File: src/sv/event_trace_ring_buffer_macros.svh
// Assertion macros shared by the trace buffer modules.
`ifndef EVENT_TRACE_RING_BUFFER_MACROS_SVH
`define EVENT_TRACE_RING_BUFFER_MACROS_SVH

// Consequent must hold in the same cycle as the antecedent.
`define ETR_ASSERT_SAME(label, clk, rst_n, ante, cons, msg) \
    label: assert property (@(posedge clk) disable iff (!rst_n) (ante) |-> (cons)) \
        else $error(msg);

// Consequent must hold in the cycle after the antecedent.
`define ETR_ASSERT_NEXT(label, clk, rst_n, ante, cons, msg) \
    label: assert property (@(posedge clk) disable iff (!rst_n) (ante) |=> (cons)) \
        else $error(msg);

`endif

File: src/sv/etr_pkg.sv
// Shared types, codes and constants of the event trace ring buffer.
`default_nettype none

package etr_pkg;

    localparam int CAPACITY_DEF = 32;

    localparam int IN_DATA_W  = 184;
    localparam int OUT_DATA_W = 208;

    localparam logic [1:0] ACT_ADD   = 2'd0;
    localparam logic [1:0] ACT_CLEAR = 2'd1;
    localparam logic [1:0] ACT_READ  = 2'd2;

    typedef struct packed {
        logic [31:0]        seq;
        logic [63:0]        time_us;
        logic [2:0]         kind;
        logic [7:0]         channel;
        logic signed [31:0] prev_value;
        logic signed [31:0] cur_value;
    } entry_t;

    // Per-read parameters handed from the capture side to the walker
    typedef struct packed {
        logic [31:0] since;
        logic [31:0] oldest;
        logic [31:0] lost;
    } rd_req_t;

endpackage

`default_nettype wire

File: src/sv/etr_log.sv
// Capture side: input handshake, write pointer, fill count and sequence counter.
`default_nettype none

`include "event_trace_ring_buffer_macros.svh"

module etr_log #(
    parameter int CAPACITY = etr_pkg::CAPACITY_DEF,
    localparam int PTR_W = (CAPACITY > 1) ? $clog2(CAPACITY) : 1,
    localparam int CNT_W = $clog2(CAPACITY + 1)
) (
    input  wire logic                 clk,
    input  wire logic                 rst_n,
    input  wire logic                 in_valid,
    output logic                      in_ready,
    input  wire logic [1:0]           action,
    input  wire logic [63:0]          time_us,
    input  wire logic [2:0]           event_kind,
    input  wire logic [7:0]           channel_number,
    input  wire logic signed [31:0]   previous_value,
    input  wire logic signed [31:0]   current_value,
    input  wire logic [31:0]          after_seq,
    input  wire logic [5:0]           max_count,
    input  wire logic                 walk_busy,
    output logic                      mem_we,
    output logic [PTR_W-1:0]          mem_waddr,
    output etr_pkg::entry_t           mem_wdata,
    output logic                      start,
    output logic [PTR_W-1:0]          start_slot,
    output logic [CNT_W-1:0]          start_cnt,
    output logic [CNT_W-1:0]          start_lim,
    output etr_pkg::rd_req_t          start_req
);

    logic [PTR_W-1:0] wp_reg, wp_next;
    logic [CNT_W-1:0] cnt_reg, cnt_next;
    logic [31:0]      seq_reg, seq_next;

    logic             accept;
    logic [CNT_W:0]   wp_x;
    logic [CNT_W:0]   cnt_x;
    logic [CNT_W:0]   slot_x;
    logic [31:0]      oldest;
    logic [31:0]      next_seq;

    assign in_ready = !walk_busy;
    assign accept   = in_valid && in_ready;

    always_comb
    begin
        wp_next  = wp_reg;
        cnt_next = cnt_reg;
        seq_next = seq_reg;
        mem_we   = 1'b0;
        start    = 1'b0;

        if (accept)
        begin
            case (action)
                etr_pkg::ACT_ADD:
                begin
                    mem_we   = 1'b1;
                    seq_next = seq_reg + 32'd1;
                    wp_next  = (wp_reg == PTR_W'(CAPACITY - 1)) ? '0 : wp_reg + 1'b1;
                    if (cnt_reg != CNT_W'(CAPACITY))
                    begin
                        cnt_next = cnt_reg + 1'b1;
                    end
                end
                etr_pkg::ACT_CLEAR:
                begin
                    wp_next  = '0;
                    cnt_next = '0;
                    seq_next = '0;
                end
                etr_pkg::ACT_READ:
                begin
                    start = 1'b1;
                end
                default:
                begin
                end
            endcase
        end
    end

    assign mem_waddr            = wp_reg;
    assign mem_wdata.seq        = seq_reg + 32'd1;
    assign mem_wdata.time_us    = time_us;
    assign mem_wdata.kind       = event_kind;
    assign mem_wdata.channel    = channel_number;
    assign mem_wdata.prev_value = previous_value;
    assign mem_wdata.cur_value  = current_value;

    // Oldest slot sits fill-count places behind the write pointer
    assign wp_x  = (CNT_W + 1)'(wp_reg);
    assign cnt_x = (CNT_W + 1)'(cnt_reg);

    always_comb
    begin
        if (wp_x >= cnt_x)
        begin
            slot_x = wp_x - cnt_x;
        end
        else
        begin
            slot_x = wp_x + (CNT_W + 1)'(CAPACITY) - cnt_x;
        end
    end

    assign start_slot = PTR_W'(slot_x);
    assign start_cnt  = cnt_reg;
    assign start_lim  = (32'(max_count) > 32'(CAPACITY)) ? CNT_W'(CAPACITY)
                                                         : CNT_W'(max_count);

    // Stored sequences are consecutive, so the oldest follows from the counters
    assign oldest   = seq_reg - 32'(cnt_reg) + 32'd1;
    assign next_seq = after_seq + 32'd1;

    assign start_req.since  = after_seq;
    assign start_req.oldest = oldest;
    assign start_req.lost   = ((start_lim == '0) || (cnt_reg == '0)) ? '0 :
                              (next_seq < oldest) ? (oldest - next_seq) : '0;

    always_ff @(posedge clk or negedge rst_n)
    begin
        if (!rst_n)
        begin
            wp_reg  <= '0;
            cnt_reg <= '0;
            seq_reg <= '0;
        end
        else
        begin
            wp_reg  <= wp_next;
            cnt_reg <= cnt_next;
            seq_reg <= seq_next;
        end
    end

    `ETR_ASSERT_SAME(a_log_fill_ptr, clk, rst_n, cnt_reg < CNT_W'(CAPACITY),
        CNT_W'(wp_reg) == cnt_reg, "write pointer out of step with fill count")
    `ETR_ASSERT_SAME(a_log_no_write_in_walk, clk, rst_n, mem_we,
        !walk_busy, "store written while a read walks it")

endmodule

`default_nettype wire

File: config.mk
export PLATFORM = sky130hd
export DESIGN_NAME = etr_log
export DESIGN_NICKNAME = d
export VERILOG_FILES = /design/src/sv/etr_pkg.sv /design/src/sv/etr_log.sv
export VERILOG_INCLUDE_DIRS = /design/src /design/src/sv
export SDC_FILE = /design/constraint.sdc
export NUM_CORES = 1
export LEC_CHECK = 0
export ABC_AREA = 1
export BUFFER_PORTS_ARGS = -buffer_cell sky130_fd_sc_hd__buf_2
export CORE_AREA = 2 2 186 188
export CTS_CLUSTER_SIZE = 28
export DETAILED_ROUTE_END_ITERATION = 10
export DIE_AREA = 0 0 188 190
export REMOVE_ABC_BUFFERS = 1
export SYNTH_ARGS = -nofsm -noshare
export SYNTH_HDL_FRONTEND = slang
export SYNTH_SLANG_ARGS = --single-unit
File: constraint.sdc
create_clock -name clk -period 3.4 [get_ports clk]
set_input_delay 0 -clock clk [delete_from_list [all_inputs] [get_ports clk]]
set_output_delay 0 -clock clk [all_outputs]
set_load 0.02 [all_outputs]
==> out/metrics.csv <==
stage,metric,value,unit
run_status,status,finished with violations,
run_status,failing checks,setup timing,
yosys,synth unique cells,41,
finish,layout cells sized above 1,0.3618,
detailed_routing,Via density,4.709,
floorplanning,Initial Util,0.2865,
critical_path,critical path arrival,3.86,ns
global_route,vias in the first global route,10380,
timing,crit share post-route,1.136,
yosys,number of cells produced by synthesis,1613,
critical_path,startpoint types,flop,
finish,"most common cell after layout, fill and taps aside",nand2_1,
timing,Achievable Freq,0.2589,GHz
placement,GPL Wtd Cong,0.9614,
pwr,Leak,7.274,nW
finish,P&R area growth vs syn,36.11,%
pwr,Peak supply drop,0.0009415,V
detailed_routing,WL final,54140,microns
finish,Register Area,1076,sq um
global_route,largest net degree at the start of global routing,44,
hold_path,Hold Crit Class,in2out,
finish,Fillers,3665,
detailed_routing,total number of vias,10850,
placement,Buffers on Ports,196,
timing,worst-margin pin slew,1.079,ns
cts,Clock transition at path regs,0.07,ns
cts,TritonCTS clock tree,done,
global_route,global-route wire length before repair,73970,microns
yosys,Ys Warns,0,
placement,Placement Cell Area,11410,sq um
finish,Nets,2136,
critical_path,CP Cell Sequence,inv_1 -> ha_1 -> nand2_1 -> nor2_1 -> inv_1 -> buf_4 -> nor3_1 -> nand2_4 -> nand3b_1 -> nand2_2 -> ha_4 -> nand2_2 -> nor2_4 -> nand2_4 -> nor2_4 -> nand2_2 -> nand2_4 -> nand2_8 -> clkbuf_16 -> nor2_4 -> buf_6,
floorplanning,Die ar.,35720,sq um
timing,min Tclk post-route,3.863,ns
critical_path,worst-path maximum fanout,6,
global_route,initial antenna violation count,0,
cts,clk root buf,clkbuf_16,
yosys,#FFs+latches synth,43,
cts,Clock Latency Late Sink,0.29,ns
timing,max-slew violation count,0,
critical_path,critical path capture point type,output pin,
timing,Slew HR,0.2807,
floorplanning,cell row count,68,
yosys,post-synthesis sequential area ratio,0.1106,
detailed_routing,drt drc,0,
floorplanning,Core ar.,33950,sq um
timing,final hold violations,0,
timing,Final setup viols,32,
critical_path,CP max-delay cell,dfrtp_1,
placement,DP HPWL,47880,microns
floorplanning,die height,190,microns
finish,Final Instance Area,13240,sq um
detailed_routing,Final ANT Viol Nets,0,
flow_run,max_cap viols,0,
timing,RSZ-0062 raised after global routing,yes,
critical_path,CP max stage delay,0.42,ns
timing,Worst Skew,0.006844,ns
finish,area of the multi-input gates,7556,sq um
critical_path,worst endpoint required time,3.40,ns
yosys,synthesized area per cell,6.030,sq um
detailed_routing,WL/cell,23.50,microns
placement,placed cell count,2276,
floorplanning,chip width,188,microns
finish,"commonest cells after routing, fill and taps aside","416 x nand2_1, 247 x inv_1, 202 x buf_4",
cts,clk sinks,43,
finish,Final Non-Filler Cells,2304,
cts,Max clock buf depth,2,
global_route,GR Util All Layers,0.2928,
finish,ANT cells,0,
pwr,P per Cell Area,1452,nW/um^2
yosys,synthesized area,9727,sq um
timing,Setup WS post-layout,-0.4631,ns
finish,number of flip-flops in the largest register,32,
critical_path,kind of critical path,reg2out,
cts,Num CTS Buffers,5,
global_route,total grt overflow,0,
floorplanning,Ports,475,
cts,H-tree depth,2,
detailed_routing,DRT iter0 DRCs,625,
detailed_routing,first-pass detailed-route iteration total,5,
placement,pre-CTS worst setup slack,-0.4667,ns
-- final timing paths --
check	startpoint	end	slack, ns	cells after the start
min	time_us[16]	mem_wdata[91]	0.00007	0
max in group asynchronous	rst_n	seq_reg[29]$_DFFE_PN0P_	2.29	2
max reg2reg	seq_reg[7]$_DFFE_PN0P_	seq_reg[29]$_DFFE_PN0P_	1.43	10
max	seq_reg[17]$_DFFE_PN0P_	start_req[21]	-0.46	21
min reg2reg	seq_reg[31]$_DFFE_PN0P_	seq_reg[31]$_DFFE_PN0P_	0.57	2
min in group asynchronous	rst_n	mem_waddr[1]$_DFFE_PN0P_	0.44	2
-- cell families after synthesis --
logic type	share of synthesized area
and+or+nand+nor	0.3580
AOI/OAI and AO/OA	0.06985
buffers and inverters	0.2398
xor gates and xnor gates	0.08438
DFF	0.1106
adders and majority gates	0.1374
-- power breakdown --
part | internal, mW | switching (mW)
registers | 0.560 | 0.0443
logic | 7.90 | 10.1
clock network | 0.366 | 0.221
-- cell type report --
type / count / share of cell area
multi-input combinational: 1130 / 0.5707
tap: 455 / 0.04300
inverter: 258 / 0.07315
clock buffer: 6 / 0.01049
timing repair buffer: 410 / 0.2187
clock inverter: 2 / 0.002646
sequential: 43 / 0.08128
-- routing by layer --
metal,wire length [microns],share of wire,GRT usage
met5,271,0.0050,0.06181
met4,2473,0.046,0.1136
met3,10230,0.19,0.2396
met2,24250,0.45,0.4754
met1,16910,0.31,0.2659
-- critical path, delay by kind of cell (launching register included) --
kind	cells	cell delay [ns]
buffers and inverters	5	0.63
DFF	1	0.42
adders and majority gates	2	0.65
and+or+nand+nor	14	1.83
-- synthesized netlist by cell type (all sizes together) --
master	n	area share
a21oi	57	0.029
a22o	2	0.0018
o21bai	4	0.0031
nand3	70	0.039
buf	178	0.14
o21ai	54	0.028
a21boi	1	0.00077
fa	3	0.0062
xnor2	28	0.025
o31ai	2	0.0015
a31oi	2	0.0013
xor2	64	0.059
nor2	155	0.072
o21a	2	0.0015
inv	258	0.10
dfrtp	43	0.11
nand2	510	0.20
nor4	3	0.0019
o22ai	3	0.0019
and2	2	0.0013
nand4	27	0.019
nand3b	8	0.0062
nor3	29	0.019
or2	1	0.00064
a21o	1	0.00077
ha	102	0.13
clkbuf	4	0.0015
-- through the flow --
step	power, mW	utilization	hold slack, ns	setup TNS (ns)
5_1_grt	20.77	0.3900	0.00007800	-19.76
2_1_floorplan	8.251	-	-0.2956	-14.30
4_1_cts	16.81	0.3634	0.0001853	-13.77
3_3_place_gp	14.19	0.3360	0.0001853	-12.79
6_report	19.22	0.3900	0.00006848	-13.66
3_5_place_dp	14.19	0.3360	0.0001853	-14.26
-- repair_timing --
| item | in CTS | in global routing |
|---|---|---|
| pin swaps | 20 | 72 |
| gates resized for setup | 154 | 175 |
| hold buffers | 1 | 0 |
| buffers inserted | 11 | 8 |
| endpoints found under the setup margin | 32 | 32 |
| endpoints found under the hold margin | 43 | 0 |
| gates cloned | 1 | 2 |
Note: power is estimated with default switching activity, not from simulation.
