File: src/sv/event_trace_ring_buffer_macros.svh
// Assertion macros shared by the trace buffer modules.
`ifndef EVENT_TRACE_RING_BUFFER_MACROS_SVH
`define EVENT_TRACE_RING_BUFFER_MACROS_SVH

// Consequent must hold in the same cycle as the antecedent.
`define ETR_ASSERT_SAME(label, clk, rst_n, ante, cons, msg) \
    label: assert property (@(posedge clk) disable iff (!rst_n) (ante) |-> (cons)) \
        else $error(msg);

// Consequent must hold in the cycle after the antecedent.
`define ETR_ASSERT_NEXT(label, clk, rst_n, ante, cons, msg) \
    label: assert property (@(posedge clk) disable iff (!rst_n) (ante) |=> (cons)) \
        else $error(msg);

`endif

File: src/sv/etr_pkg.sv
// Shared types, codes and constants of the event trace ring buffer.
`default_nettype none

package etr_pkg;

    localparam int CAPACITY_DEF = 32;

    localparam int IN_DATA_W  = 184;
    localparam int OUT_DATA_W = 208;

    localparam logic [1:0] ACT_ADD   = 2'd0;
    localparam logic [1:0] ACT_CLEAR = 2'd1;
    localparam logic [1:0] ACT_READ  = 2'd2;

    typedef struct packed {
        logic [31:0]        seq;
        logic [63:0]        time_us;
        logic [2:0]         kind;
        logic [7:0]         channel;
        logic signed [31:0] prev_value;
        logic signed [31:0] cur_value;
    } entry_t;

    // Per-read parameters handed from the capture side to the walker
    typedef struct packed {
        logic [31:0] since;
        logic [31:0] oldest;
        logic [31:0] lost;
    } rd_req_t;

endpackage

`default_nettype wire

File: src/sv/etr_walk.sv
// Read walker: steps through retained entries, holds one lookahead entry, drives results.
`default_nettype none

`include "event_trace_ring_buffer_macros.svh"

module etr_walk #(
    parameter int CAPACITY = etr_pkg::CAPACITY_DEF,
    localparam int PTR_W = (CAPACITY > 1) ? $clog2(CAPACITY) : 1,
    localparam int CNT_W = $clog2(CAPACITY + 1)
) (
    input  wire logic                 clk,
    input  wire logic                 rst_n,
    input  wire logic                 start,
    input  wire logic [PTR_W-1:0]     start_slot,
    input  wire logic [CNT_W-1:0]     start_cnt,
    input  wire logic [CNT_W-1:0]     start_lim,
    input  wire etr_pkg::rd_req_t     start_req,
    output logic                      busy,
    output logic                      mem_re,
    output logic [PTR_W-1:0]          mem_raddr,
    input  wire etr_pkg::entry_t      mem_rdata,
    output logic                      out_valid,
    input  wire logic                 out_ready,
    output etr_pkg::entry_t           out_entry,
    output logic                      out_present,
    output logic                      out_last,
    output logic [31:0]               out_lost
);

    typedef enum logic [1:0] {
        WALK_IDLE = 2'b01,
        WALK_SCAN = 2'b10
    } walk_state_t;

    walk_state_t      state_reg, state_next;
    logic [CNT_W-1:0] idx_reg, idx_next;
    logic [CNT_W-1:0] num_reg, num_next;
    logic             pend_reg, pend_next;
    logic             out_vld_reg, out_vld_next;

    logic [PTR_W-1:0] slot_reg, slot_next;
    logic [CNT_W-1:0] cnt_reg, cnt_next;
    logic [CNT_W-1:0] lim_reg, lim_next;
    logic [31:0]      seq_reg, seq_next;
    logic [31:0]      since_reg, since_next;
    logic [31:0]      lost_reg, lost_next;

    etr_pkg::entry_t  out_entry_reg, out_entry_next;
    logic             out_present_reg, out_present_next;
    logic             out_last_reg, out_last_next;
    logic [31:0]      out_lost_reg, out_lost_next;

    logic             more;
    logic             hit;
    logic             out_free;
    logic             step;

    assign more     = (idx_reg < cnt_reg) && (num_reg < lim_reg);
    assign hit      = seq_reg > since_reg;
    assign out_free = !out_vld_reg || out_ready;

    always_comb
    begin
        state_next       = state_reg;
        idx_next         = idx_reg;
        num_next         = num_reg;
        pend_next        = pend_reg;
        out_vld_next     = out_vld_reg;
        slot_next        = slot_reg;
        cnt_next         = cnt_reg;
        lim_next         = lim_reg;
        seq_next         = seq_reg;
        since_next       = since_reg;
        lost_next        = lost_reg;
        out_entry_next   = out_entry_reg;
        out_present_next = out_present_reg;
        out_last_next    = out_last_reg;
        out_lost_next    = out_lost_reg;
        mem_re           = 1'b0;
        step             = 1'b0;

        if (out_vld_reg && out_ready)
        begin
            out_vld_next = 1'b0;
        end

        case (state_reg)
            WALK_IDLE:
            begin
                if (start)
                begin
                    slot_next  = start_slot;
                    cnt_next   = start_cnt;
                    lim_next   = start_lim;
                    seq_next   = start_req.oldest;
                    since_next = start_req.since;
                    lost_next  = start_req.lost;
                    idx_next   = '0;
                    num_next   = '0;
                    pend_next  = 1'b0;
                    state_next = WALK_SCAN;
                end
            end
            WALK_SCAN:
            begin
                if (more)
                begin
                    if (!hit)
                    begin
                        step = 1'b1;
                    end
                    else if (!pend_reg || out_free)
                    begin
                        // Fetch the next match; the held one is now known not to be last
                        step      = 1'b1;
                        mem_re    = 1'b1;
                        num_next  = num_reg + 1'b1;
                        pend_next = 1'b1;
                        if (pend_reg)
                        begin
                            out_vld_next     = 1'b1;
                            out_entry_next   = mem_rdata;
                            out_present_next = 1'b1;
                            out_last_next    = 1'b0;
                            out_lost_next    = lost_reg;
                        end
                    end
                end
                else if (out_free)
                begin
                    // Close the read: held entry as last, or an empty marker
                    out_vld_next     = 1'b1;
                    out_entry_next   = pend_reg ? mem_rdata : '0;
                    out_present_next = pend_reg;
                    out_last_next    = 1'b1;
                    out_lost_next    = lost_reg;
                    pend_next        = 1'b0;
                    state_next       = WALK_IDLE;
                end
            end
            default:
            begin
                state_next = WALK_IDLE;
            end
        endcase

        if (step)
        begin
            idx_next  = idx_reg + 1'b1;
            seq_next  = seq_reg + 32'd1;
            slot_next = (slot_reg == PTR_W'(CAPACITY - 1)) ? '0 : slot_reg + 1'b1;
        end
    end

    assign mem_raddr   = slot_reg;
    assign busy        = (state_reg == WALK_SCAN);
    assign out_valid   = out_vld_reg;
    assign out_entry   = out_entry_reg;
    assign out_present = out_present_reg;
    assign out_last    = out_last_reg;
    assign out_lost    = out_lost_reg;

    always_ff @(posedge clk or negedge rst_n)
    begin
        if (!rst_n)
        begin
            state_reg   <= WALK_IDLE;
            idx_reg     <= '0;
            num_reg     <= '0;
            pend_reg    <= 1'b0;
            out_vld_reg <= 1'b0;
        end
        else
        begin
            state_reg   <= state_next;
            idx_reg     <= idx_next;
            num_reg     <= num_next;
            pend_reg    <= pend_next;
            out_vld_reg <= out_vld_next;
        end
    end

    always_ff @(posedge clk)
    begin
        slot_reg        <= slot_next;
        cnt_reg         <= cnt_next;
        lim_reg         <= lim_next;
        seq_reg         <= seq_next;
        since_reg       <= since_next;
        lost_reg        <= lost_next;
        out_entry_reg   <= out_entry_next;
        out_present_reg <= out_present_next;
        out_last_reg    <= out_last_next;
        out_lost_reg    <= out_lost_next;
    end

    `ETR_ASSERT_SAME(a_walk_idx, clk, rst_n, state_reg == WALK_SCAN,
        idx_reg <= cnt_reg, "walk index ran past the fill count")
    `ETR_ASSERT_SAME(a_walk_num, clk, rst_n, state_reg == WALK_SCAN,
        num_reg <= lim_reg, "more entries fetched than the read limit")
    `ETR_ASSERT_SAME(a_walk_marker, clk, rst_n, out_vld_reg && !out_present_reg,
        out_last_reg, "empty marker not flagged as last")
    `ETR_ASSERT_NEXT(a_walk_fetch, clk, rst_n, mem_re,
        pend_reg && (state_reg == WALK_SCAN), "fetched entry not held")

endmodule

`default_nettype wire

File: config.mk
export PLATFORM = sky130hd
export DESIGN_NAME = etr_walk
export DESIGN_NICKNAME = d
export VERILOG_FILES = /design/src/sv/etr_pkg.sv /design/src/sv/etr_walk.sv
export VERILOG_INCLUDE_DIRS = /design/src /design/src/sv
export SDC_FILE = /design/constraint.sdc
export NUM_CORES = 1
export LEC_CHECK = 0
export ABC_AREA = 1
export BUFFER_PORTS_ARGS = -buffer_cell sky130_fd_sc_hd__buf_2
export CORE_AREA = 3 3 194 196
export DETAILED_ROUTE_END_ITERATION = 12
export DIE_AREA = 0 0 197 199
export PLACE_DENSITY = 0.65
export REMOVE_ABC_BUFFERS = 1
export SLEW_MARGIN = 20
export SYNTH_ARGS = -nofsm -noshare
export SYNTH_HDL_FRONTEND = slang
export SYNTH_SLANG_ARGS = --single-unit
File: constraint.sdc
create_clock -name clk -period 13.7 [get_ports clk]
set_clock_uncertainty 0.1 [all_clocks]
set_input_delay 2.74 -clock clk [delete_from_list [all_inputs] [get_ports clk]]
set_output_delay 2.74 -clock clk [all_outputs]
set_load 0.02 [all_outputs]
==> summary.txt, run 1 <==
critical path endpoint category: primary output
hold crit path type: flop to flop
WS Path Type: input port to primary output
GRT Resource Usage Total: 19.1%
CP bufs+invs: 4
top_reg_cell synth: edfxtp_1
number of enable flip-flop cells after synthesis: 318
Inst Count DP: 2172
leading cell type in the layout, fill and taps excluded: buf_2
CTS Hold Bufs: 0
FFs w/ async S/R, synth: 4.79%
CP Cell Sequence: buf_2 > nor2_1 > inv_1 > nor2_1 > inv_1 > nand3_1 > nor2_1 > buf_2
Mean Syn Cell Area: 11.7 sq um
dpl cell area: 17300 sq um
total wire length: 39900 microns
clock root buffer: clkbuf_16
sequential element share of the synthesized area: 69.7%
RSZ-0062 raised after global routing: false
simple-gate share of the synthesized area: 13.3%
Yosys cell types: 37
most frequent cells in the layout: 500 x buf_2, 318 x edfxtp_1, 256 x inv_1
post-route setup TNS: 0 ps
CP most frequent cell: nor2_1
wire per inst: 17.8 microns
TritonCTS Buffers: 37
Port Buffer Count: 500
nets@finish: 2080
io pins: 501
die area: 39200 sq um
routed vias/inst: 4.57
clk slew on worst S/H paths: 60 ps
largest net degree at the start of global routing: 94
status: finished, final reports clean
CP arrival: 3710 ps
Die Ht: 199 microns
vias in the first global route: 9919
Slew headroom: 36.2%
post-synthesis cell count: 1223
Remaining DRCs: 0
largest family of logic cells by synthesized area: simple AND/OR/NAND/NOR gates
WP data required: 10860 ps
worst-margin pin slew: 958 ps
Antenna Nets Post-Route: 0
first-pass GRT wire length: 57100 microns
Critical Path Max Stage Delay: 210 ps
Synth Area in Adders: 4.29%
max FFs per register: 171
synthesized flop and latch total: 334
Largest delay share family, worst path: simple AND/OR/NAND/NOR gates
CP startpoint kind: input port
synthesized area: 14300 sq um
Ys Warns: 0
Starting Density: 39.4%
FMAX: 0.153 GHz
Design Power: 3.04 mW
maxcap violations: 0
clock tree from TritonCTS: done
DR vias: 10300
H-tree Lvls: 2
hold_ws: 317 ps
final worst setup slack: 7150 ps
Area growth, synth to finish: 28.6%
antenna violations before repair: 10
Placement Setup Slack: 7160 ps
Pre-antenna DRT Iters: 4
endpoints failing hold: 0
Finished Cell Area: 18400 sq um
# resized after CTS: 0
Cell Rows: 70
Post-DP HPWL: 30300 microns
min Tclk post-route: 6550 ps
Filler cells: 3332
Setup Buffers After CTS: 0
area of the core: 36300 sq um
Placer Congestion: 0.881
Synth Area in XOR/XNOR: 2.02%
clock sink count: 334
1st-iter DRT viols: 626
post-synthesis mux area share: 0%
fin crit share: 47.8%
fin. max-slew vios: 0
layout cells sized above 1: 33.8%
Longest Clk Path Bufs: 3
worst skew pair latency: 510 ps
final setup fails: 0
crit-path max FO: 3
Synth Area in Compound Gates: 2.60%
slowest CP cell: nor2_1
Final Util: 50.7%
die width: 197 microns
Pwr Density: 165 nW/um^2
leakage power: 8.57 nW
total global routing overflow: 0
non-filler cells in the finished layout: 2242
Peak VDD IR: 118 uV
-- final timing paths --
path / start / end / slack (ps) / cells past startpoint
max reg2reg: seq_reg[23] / out_lost[27] / 8350 / 10
min in group asynchronous: rst_n / pend_reg / 2050 / 1
min reg2reg: lost_reg[7] / out_lost[7] / 320 / 0
max in group asynchronous: rst_n / state_reg[0] / 11130 / 1
max: out_ready / mem_re / 7150 / 8
min: lost_reg[7] / out_lost[7] / 320 / 0
-- Yosys cell counts, types with 2 or more instances --
cell | number | share of area, %
nor2_2 | 5 | 0.22
clkbuf_1 | 9 | 0.24
nor3_2 | 2 | 0.14
o21ai_0 | 9 | 0.32
inv_1 | 257 | 6.8
nand2_2 | 5 | 0.22
xnor2_1 | 14 | 0.86
a21oi_1 | 22 | 0.77
nor3_1 | 12 | 0.42
o21ai_2 | 18 | 1.1
nand3_1 | 26 | 0.91
ha_1 | 49 | 4.3
a21o_1 | 2 | 0.11
nand2_1 | 174 | 4.6
nand4_1 | 15 | 0.66
dfrtp_1 | 15 | 2.6
o21ai_1 | 4 | 0.14
nor2_1 | 213 | 5.6
buf_6 | 6 | 0.47
buf_2 | 11 | 0.39
xor2_1 | 19 | 1.2
edfxtp_1 | 318 | 67
and3_1 | 3 | 0.13
inv_2 | 2 | 0.053
-- worst reg2reg max path, stage by stage (launching register included) --
cell and delay, ps:
edfxtp_1 470, ha_1 360, nand4_1 170, nor4_2 430, nand2_1 140, nand2_2 140, nand4_1 170, a21oi_4 550
buf_4 670, buf_4 860, buf_4 840
-- power breakdown --
part	leakage, nW	internal, mW	switching [mW]	total (mW)
sequential	3.12	1.34	0.0903	1.43
combinational	4.92	0.222	0.467	0.689
clock	0.529	0.522	0.394	0.917
-- per-layer routing --
layer	vias to the layer above	routed length [microns]	GRT usage, %
met3	86	3060	4.78
met1	4783	15700	23.9
li1	4988	-	-
met2	383	19900	32.8
met5	-	80	0
met4	12	1220	5.89
-- cell families after synthesis --
logic type                 after synthesis
AOI/OAI and AO/OA                       58
DFF                                    334
and+or+nand+nor                        462
xor gates and xnor gates                33
adders and majority gates               49
buffers and inverters                  287
-- area by class of cell --
type,count,area (sq um),area share [%]
inverters,260,978,5.33
well taps,468,586,3.19
diodes,6,15.0,0.0817
multi-input cells,602,3190,17.4
clock buffers,48,977,5.32
clock inverters,16,110,0.599
flip-flops and latches,334,9950,54.2
repair buffers,508,2560,13.9
No activity file was read; power rests on OpenSTA's default activity.
==> inputs of run 2 (changes only) <==
==> constraint.sdc (replaced) <==
create_clock -name clk -period 6.3 [get_ports clk]
set_clock_uncertainty 0.1 [all_clocks]
set_input_delay 1.26 -clock clk [delete_from_list [all_inputs] [get_ports clk]]
set_output_delay 1.26 -clock clk [all_outputs]
set_load 0.02 [all_outputs]
==> run 2 against run 1 <==
First-iteration DRC count increased by 4.5%. Critical endpoint unchanged. Core utilization increased by 0.17 points. Die area unchanged. Clock-buffer cell count up 5. Final area up 0.34%. Power up 120%. Highest routed layer unchanged. Critical path depth is 1 higher. Sequential share of layout area down 0.18 points.
==> summary.txt, run 2 (synthesized netlist as in run 1, its figures left out) <==
status: finished, final reports clean
first-pass GRT wire length: 58200 microns (+1.9%)
critical path endpoint category: primary output
fin. max-slew vios: 0 (unchanged)
CP Launch Point: seq_reg[26]
final worst setup slack: 2330 ps (-4820 ps)
crit-path max FO: 5 (+2)
worst-margin pin slew: 1100 ps (+144 ps)
Post-DP HPWL: 30400 microns (+0.36%)
clock sink count: 334 (unchanged)
RSZ-0062 raised after global routing: false
Antenna Nets Post-Route: 0 (unchanged)
TritonCTS Buffers: 38 (+2.7%)
largest net degree at the start of global routing: 173 (+84%)
clk slew on worst S/H paths: 60 ps (about the same)
Placer Congestion: 0.864 (-2.0%)
hold crit path type: flop to flop
Slew headroom: 26.6% (-9.6 points)
Cell Rows: 70 (unchanged)
GRT Resource Usage Total: 19.6% (+0.55 points)
R2R Path End: seq_reg[30]
endpoints failing hold: 0 (unchanged)
Pre-antenna DRT Iters: 5 (+1)
worst skew pair latency: 530 ps (+20 ps)
Pwr Density: 362 nW/um^2 (+120%)
wire per inst: 18.0 microns (+1.4%)
Die Ht: 199 microns (unchanged)
Area growth, synth to finish: 29.1%
area of the core: 36300 sq um (unchanged)
Placement Setup Slack: 2520 ps (-4640 ps)
die width: 197 microns (unchanged)
Port Buffer Count: 500 (unchanged)
routed vias/inst: 4.60 (+0.53%)
FF-to-FF path depth: 13 (+3)
total global routing overflow: 0 (unchanged)
min Tclk post-route: 3970 ps
Inst Count DP: 2170 (-0.092%)
leading cell type in the layout, fill and taps excluded: buf_2
nets@finish: 2079 (-0.048%)
io pins: 501 (unchanged)
Peak VDD IR: 257 uV (+120%)
Design Power: 6.68 mW (+120%)
r2r setup slk: 2700 ps (-5650 ps)
DR vias: 10300 (+0.44%)
CP arrival: 2610 ps (-1100 ps)
maxcap violations: 0 (unchanged)
Remaining DRCs: 0 (unchanged)
antenna violations before repair: 11 (+1)
vias in the first global route: 9960 (+0.41%)
Worst Setup EP: mem_re
CP startpoint kind: flop
CTS Hold Bufs: 0 (unchanged)
total wire length: 40400 microns (+1.3%)
clock tree from TritonCTS: done
Longest Clk Path Bufs: 3 (unchanged)
1st-iter DRT viols: 654 (+4.5%)
fin crit share: 63.0%
WS Path Type: flop to primary output
Starting Density: 39.4% (unchanged)
max FFs per register: 171 (unchanged)
clock root buffer: clkbuf_16
H-tree Lvls: 2 (unchanged)
Setup Buffers After CTS: 0 (unchanged)
# resized after CTS: 0 (unchanged)
non-filler cells in the finished layout: 2240 (-0.089%)
FF-to-FF Start: seq_reg[26]
layout cells sized above 1: 33.8% (unchanged)
most frequent cells in the layout: 500 x buf_2, 318 x edfxtp_1, 256 x inv_1
leakage power: 8.59 nW (+0.20%)
WP data required: 4940 ps (-5920 ps)
Final Util: 50.8% (+0.17 points)
final setup fails: 0 (unchanged)
FMAX: 0.252 GHz
die area: 39200 sq um (unchanged)
-- run 2: changes by cell type in the layout (fill, tap and decap cells not counted), sizes merged --
cell      delta
buf          -2
clkbuf       +5
clkinv       -2
clkinvlp     +1
diode        -2
inv          -2
-- run 2: worst max-delay path, stage by stage (launching register included) --
cell and delay (ps):
edfxtp_1 470, ha_1 330, nand2_1 60, nor2_1 140
nand2_2 100, nor4_2 340, nand2_1 260, nand3_1 170
nor2_1 50, buf_2 150
-- run 2: worst min path at each step --
stage	from	endpoint	cells past startpoint
after detailed placement	lost_reg[4]	out_lost[4]	0
after global placement	lost_reg[7]	out_lost[7]	0
after floorplan	lost_reg[0]	out_lost[0]	0
after CTS	lost_reg[4]	out_lost[4]	0
final	lost_reg[4]	out_lost[4]	0
after global routing	lost_reg[22]	out_lost[22]	0
-- run 2: report_power, final --
part / switching, mW / total (mW) / internal, mW
Combinational: 1.02 / 1.50 / 0.487
Sequential: 0.199 / 3.11 / 2.91
Clock: 0.863 / 2.06 / 1.20
-- run 2: final cells by class --
class                   count  area, sq um
well taps                 468          586
inverters                 260          978
repair buffers            506         2570
fillers                  3280        17800
flip-flops and latches    334         9950
multi-input cells         602         3190
clock buffers              53         1050
clock inverters            13         96.3
diodes                      4         10.0
-- run 2: stage by stage --
step / setup TNS, ps / hold slack (ps) / instance area (sq um)
after detailed placement: 0 / 305 / 17300
after global placement: 0 / 302 / 17300
after CTS: 0 / 318 / 18400
after floorplan: -1190950 / 300 / 14100
after global routing: 0 / 326 / 18400
final: 0 / 314 / 18400
-- run 2: metal layers --
layer  wire length, microns  up-vias  global-route usage, %
met5                    111        -                      0
met4                   1510       16                   7.58
met3                   3030       94                   5.69
met2                  19900      396                   32.7
met1                  15900     4809                   24.3
li1                       -     4982                      -
==> inputs of run 3 (changes only) <==
--- a/config.mk
+++ b/config.mk
@@ -6,12 +6,12 @@
 export SDC_FILE = /design/constraint.sdc
 export NUM_CORES = 1
 export LEC_CHECK = 0
-export ABC_AREA = 1
+export ABC_AREA = 0
 export BUFFER_PORTS_ARGS = -buffer_cell sky130_fd_sc_hd__buf_2
-export CORE_AREA = 3 3 194 196
+export CORE_AREA = 3 3 196 198
 export DETAILED_ROUTE_END_ITERATION = 12
-export DIE_AREA = 0 0 197 199
-export PLACE_DENSITY = 0.65
+export DIE_AREA = 0 0 199 201
+export PLACE_DENSITY = 0.66
 export REMOVE_ABC_BUFFERS = 1
 export SLEW_MARGIN = 20
 export SYNTH_ARGS = -nofsm -noshare
==> constraint.sdc (replaced) <==
create_clock -name clk -period 3.41 [get_ports clk]
set_clock_uncertainty 0.1 [all_clocks]
set_input_delay 0.682 -clock clk [delete_from_list [all_inputs] [get_ports clk]]
set_output_delay 0.682 -clock clk [all_outputs]
set_load 0.02 [all_outputs]
==> run 3 against run 2 <==
The run now ends with negative setup slack left. First-iteration DRC count shrank 11%. Register-to-register slack lost 2600 ps. Core utilization grew 0.30 points. Die area grew 2.0%. Via count shrank 6.9%. Setup slack lost 2400 ps. Cell count shrank 12%. Clock power grew 88%. Clock-buffer cell count shrank 10. Hold slack lost 97 ps. Power grew 78%. Final area grew 1.8%.
==> summary.txt, run 3 <==
Longest Clk Path Bufs: 3 (unchanged)
post-synthesis cell count: 916 (-25%)
Synth area leader: edfxtp_1
die area: 40000 sq um (+2.0%)
max FFs per register: 171 (unchanged)
layout cells sized above 1: 43.7% (+9.9 points)
largest net degree at the start of global routing: 77 (-55%)
WS Path Type: flop to primary output
critical path endpoint category: primary output
P_int: 8.59 mW (+87%)
clock tree from TritonCTS: done
leakage power: 7.79 nW (-9.3%)
Antenna Nets Post-Route: 0 (unchanged)
total global routing overflow: 0 (unchanged)
failing checks: negative setup slack
fin crit share: 101%
Ys Warns: 0 (unchanged)
final worst setup slack: -20.9 ps (-2350 ps)
sw frac: 27.9% (-3.2 points)
Peak VDD IR: 483 uV (+88%)
vias in the first global route: 9772 (-1.9%)
1st-iter DRT viols: 580 (-11%)
nets@finish: 1822 (-12%)
status: finished, violations left
fin. max-slew vios: 0 (unchanged)
DR vias: 9584 (-6.9%)
worst-margin pin slew: 1050 ps (-49.6 ps)
clock root buffer: clkbuf_16
Remaining DRCs: 0 (unchanged)
Starting Density: 37.9% (-1.5 points)
top_reg_cell synth: edfxtp_1
post-route setup TNS: -20.9 ps (-20.9 ps)
RSZ-0062 raised after global routing: true
area of the core: 36700 sq um (+1.2%)
TritonCTS Buffers: 37 (-2.6%)
Placement Setup Slack: 150 ps (-2370 ps)
GRT Resource Usage Total: 19.5% (-0.16 points)
CP arrival: 2650 ps (+40 ps)
CP bufs+invs: 2 (+1)
synthesized flop and latch total: 334 (unchanged)
Port Buffer Count: 500 (unchanged)
worst skew pair latency: 540 ps (about the same)
Synth area leaders: edfxtp_1 69%, nor2b_1 7.9%, ha_1 4.4%
leading cell type in the layout, fill and taps excluded: buf_2
crit-path max FO: 3 (-2)
Comb pwr share: 21.6% (-0.9 points)
min Tclk post-route: 3430 ps
wire per inst: 20.4 microns (+13%)
io pins: 501 (unchanged)
Filler cells: 3128 (-4.6%)
FMAX: 0.291 GHz
Yosys cell types: 51 (+38%)
CP Cell Sequence: ha_1 > nand4_1 > buf_6 > or4_4 > a31oi_4 > o21ai_4 > nor2_4 > buf_6
Largest delay share family, worst path: simple AND/OR/NAND/NOR gates
maxcap violations: 0 (unchanged)
total wire length: 40400 microns (about the same)
die width: 199 microns (+1.0%)
clock share of power: 32.5% (+1.6 points)
clock sink count: 334 (unchanged)
WP data required: 2630 ps (-2310 ps)
Pwr Density: 634 nW/um^2 (+75%)
routed vias/inst: 4.84 (+5.2%)
Cell Rows: 70 (unchanged)
P_sw: 3.32 mW (+60%)
FFs w/ async S/R, synth: 4.79% (unchanged)
CP startpoint kind: flop
synthesized area: 13900 sq um (-2.7%)
slowest CP cell: or4_4
Pre-antenna DRT Iters: 5 (unchanged)
hold crit path type: input port to flop
endpoints failing hold: 0 (unchanged)
Placer Congestion: 0.903 (+4.5%)
Slew headroom: 29.9% (+3.3 points)
top cell type's share of synthesized area: 68.7% (+1.9 points)
final setup fails: 1 (+1)
antenna violations before repair: 9 (-2)
first-pass GRT wire length: 58200 microns (about the same)
H-tree Lvls: 2 (unchanged)
Mean Syn Cell Area: 15.2 sq um (+30%)
clk slew on worst S/H paths: 60 ps (about the same)
Critical Path Max Stage Delay: 550 ps (+80 ps)
number of enable flip-flop cells after synthesis: 318 (unchanged)
CP most frequent cell: buf_6
Area growth, synth to finish: 35.1%
Die Ht: 201 microns (+1.0%)
Post-DP HPWL: 30600 microns (+0.42%)
sequential element share of the synthesized area: 71.6% (+2.0 points)
most frequent cells in the layout: 499 x buf_2, 318 x edfxtp_1, 176 x nor2b_1
Reg power frac: 45.9% (-0.7 points)
most common cell in the netlist: edfxtp_1
top cells by count, synth: 318 x edfxtp_1, 176 x nor2b_1, 52 x inv_1, 49 x ha_1, 41 x a21oi_1
==> run 3: area by class of cell <==
type | count | area, sq um | area share (%)
tap | 468 | 586 | 3.12
multi-input combinational | 504 | 3770 | 20.1
inverter | 52 | 196 | 1.05
sequential | 334 | 9950 | 53.0
clock inverter | 20 | 171 | 0.913
clock buffer | 43 | 991 | 5.28
timing repair buffer | 556 | 3090 | 16.5
antenna | 4 | 10.0 | 0.0533
==> run 3: worst register-to-register path, cell delays in order, from the launching register on <==
cell and delay [ps]:
edfxtp_1 430, ha_1 330, nand4_1 110, buf_6 160
or4_4 550, a31oi_4 210, buf_4 160, or2_2 110
a31oi_1 110, nor3_2 200, buf_12 260, buf_12 280
==> run 3: what timing repair did <==
action	4_1_cts	5_1_grt
endpoints found under the setup margin	1	86
pin swaps	7	15
endpoints found under the hold margin	15	0
hold buffers	1	0
setup buffers	14	9
gates resized for setup	11	11
==> run 3: final timing paths <==
check                        startpoint       endpoint  slack (ps)  cells past startpoint
min                        start_cnt[2]     cnt_reg[2]         220                      1
max in group asynchronous         rst_n   state_reg[0]        2410                      2
max                         seq_reg[22]         mem_re         -20                      8
min reg2reg                lost_reg[10]   out_lost[10]         320                      0
min in group asynchronous         rst_n     idx_reg[4]         490                      2
max reg2reg                 seq_reg[22]  out_entry[58]         100                     11
==> run 3: per-stage QoR <==
stage	std cells	hold slack, ps	utilization (%)	area, sq um	power, mW
6_report	1981	217	51.1	18800	11.9
5_1_grt	1977	182	51.1	18800	12.5
4_1_cts	1968	178	50.7	18600	11.9
3_5_place_dp	1890	306	47.0	17300	7.86
3_3_place_gp	1890	300	47.0	17300	7.79
2_1_floorplan	890	286	-	13800	7.01
==> run 3: kinds of logic after synthesis <==
| logic type | Yosys count | share of synthesized area (%) |
|---|---|---|
| buffers and inverters | 78 | 2.30 |
| flip-flops | 334 | 71.6 |
| XOR/XNOR | 33 | 2.08 |
| adder cells (fa/ha/maj) | 49 | 4.41 |
| AO/OA/AOI/OAI | 75 | 3.41 |
| AND/OR/NAND/NOR | 317 | 13.2 |
| multiplexers | 30 | 2.95 |
==> run 3: power groups by stage <==
| stage | clock (mW) | combinational (mW) | sequential (mW) |
|---|---|---|---|
| floorplan | 0 | 1.35 | 5.66 |
| global placement | 0 | 2.24 | 5.55 |
| detailed placement | 0 | 2.30 | 5.56 |
| CTS | 3.98 | 2.48 | 5.46 |
| global route | 4.14 | 2.85 | 5.51 |
| finish | 3.87 | 2.58 | 5.46 |
==> run 3: per-layer routing <==
metal | vias up | GRT usage, % | share of wire, %
li1 | 4474 | - | -
met1 | 4633 | 22.5 | 38
met2 | 388 | 34.1 | 51
met3 | 79 | 5.30 | 7.7
met4 | 10 | 7.68 | 3.5
met5 | - | 0 | 0.20
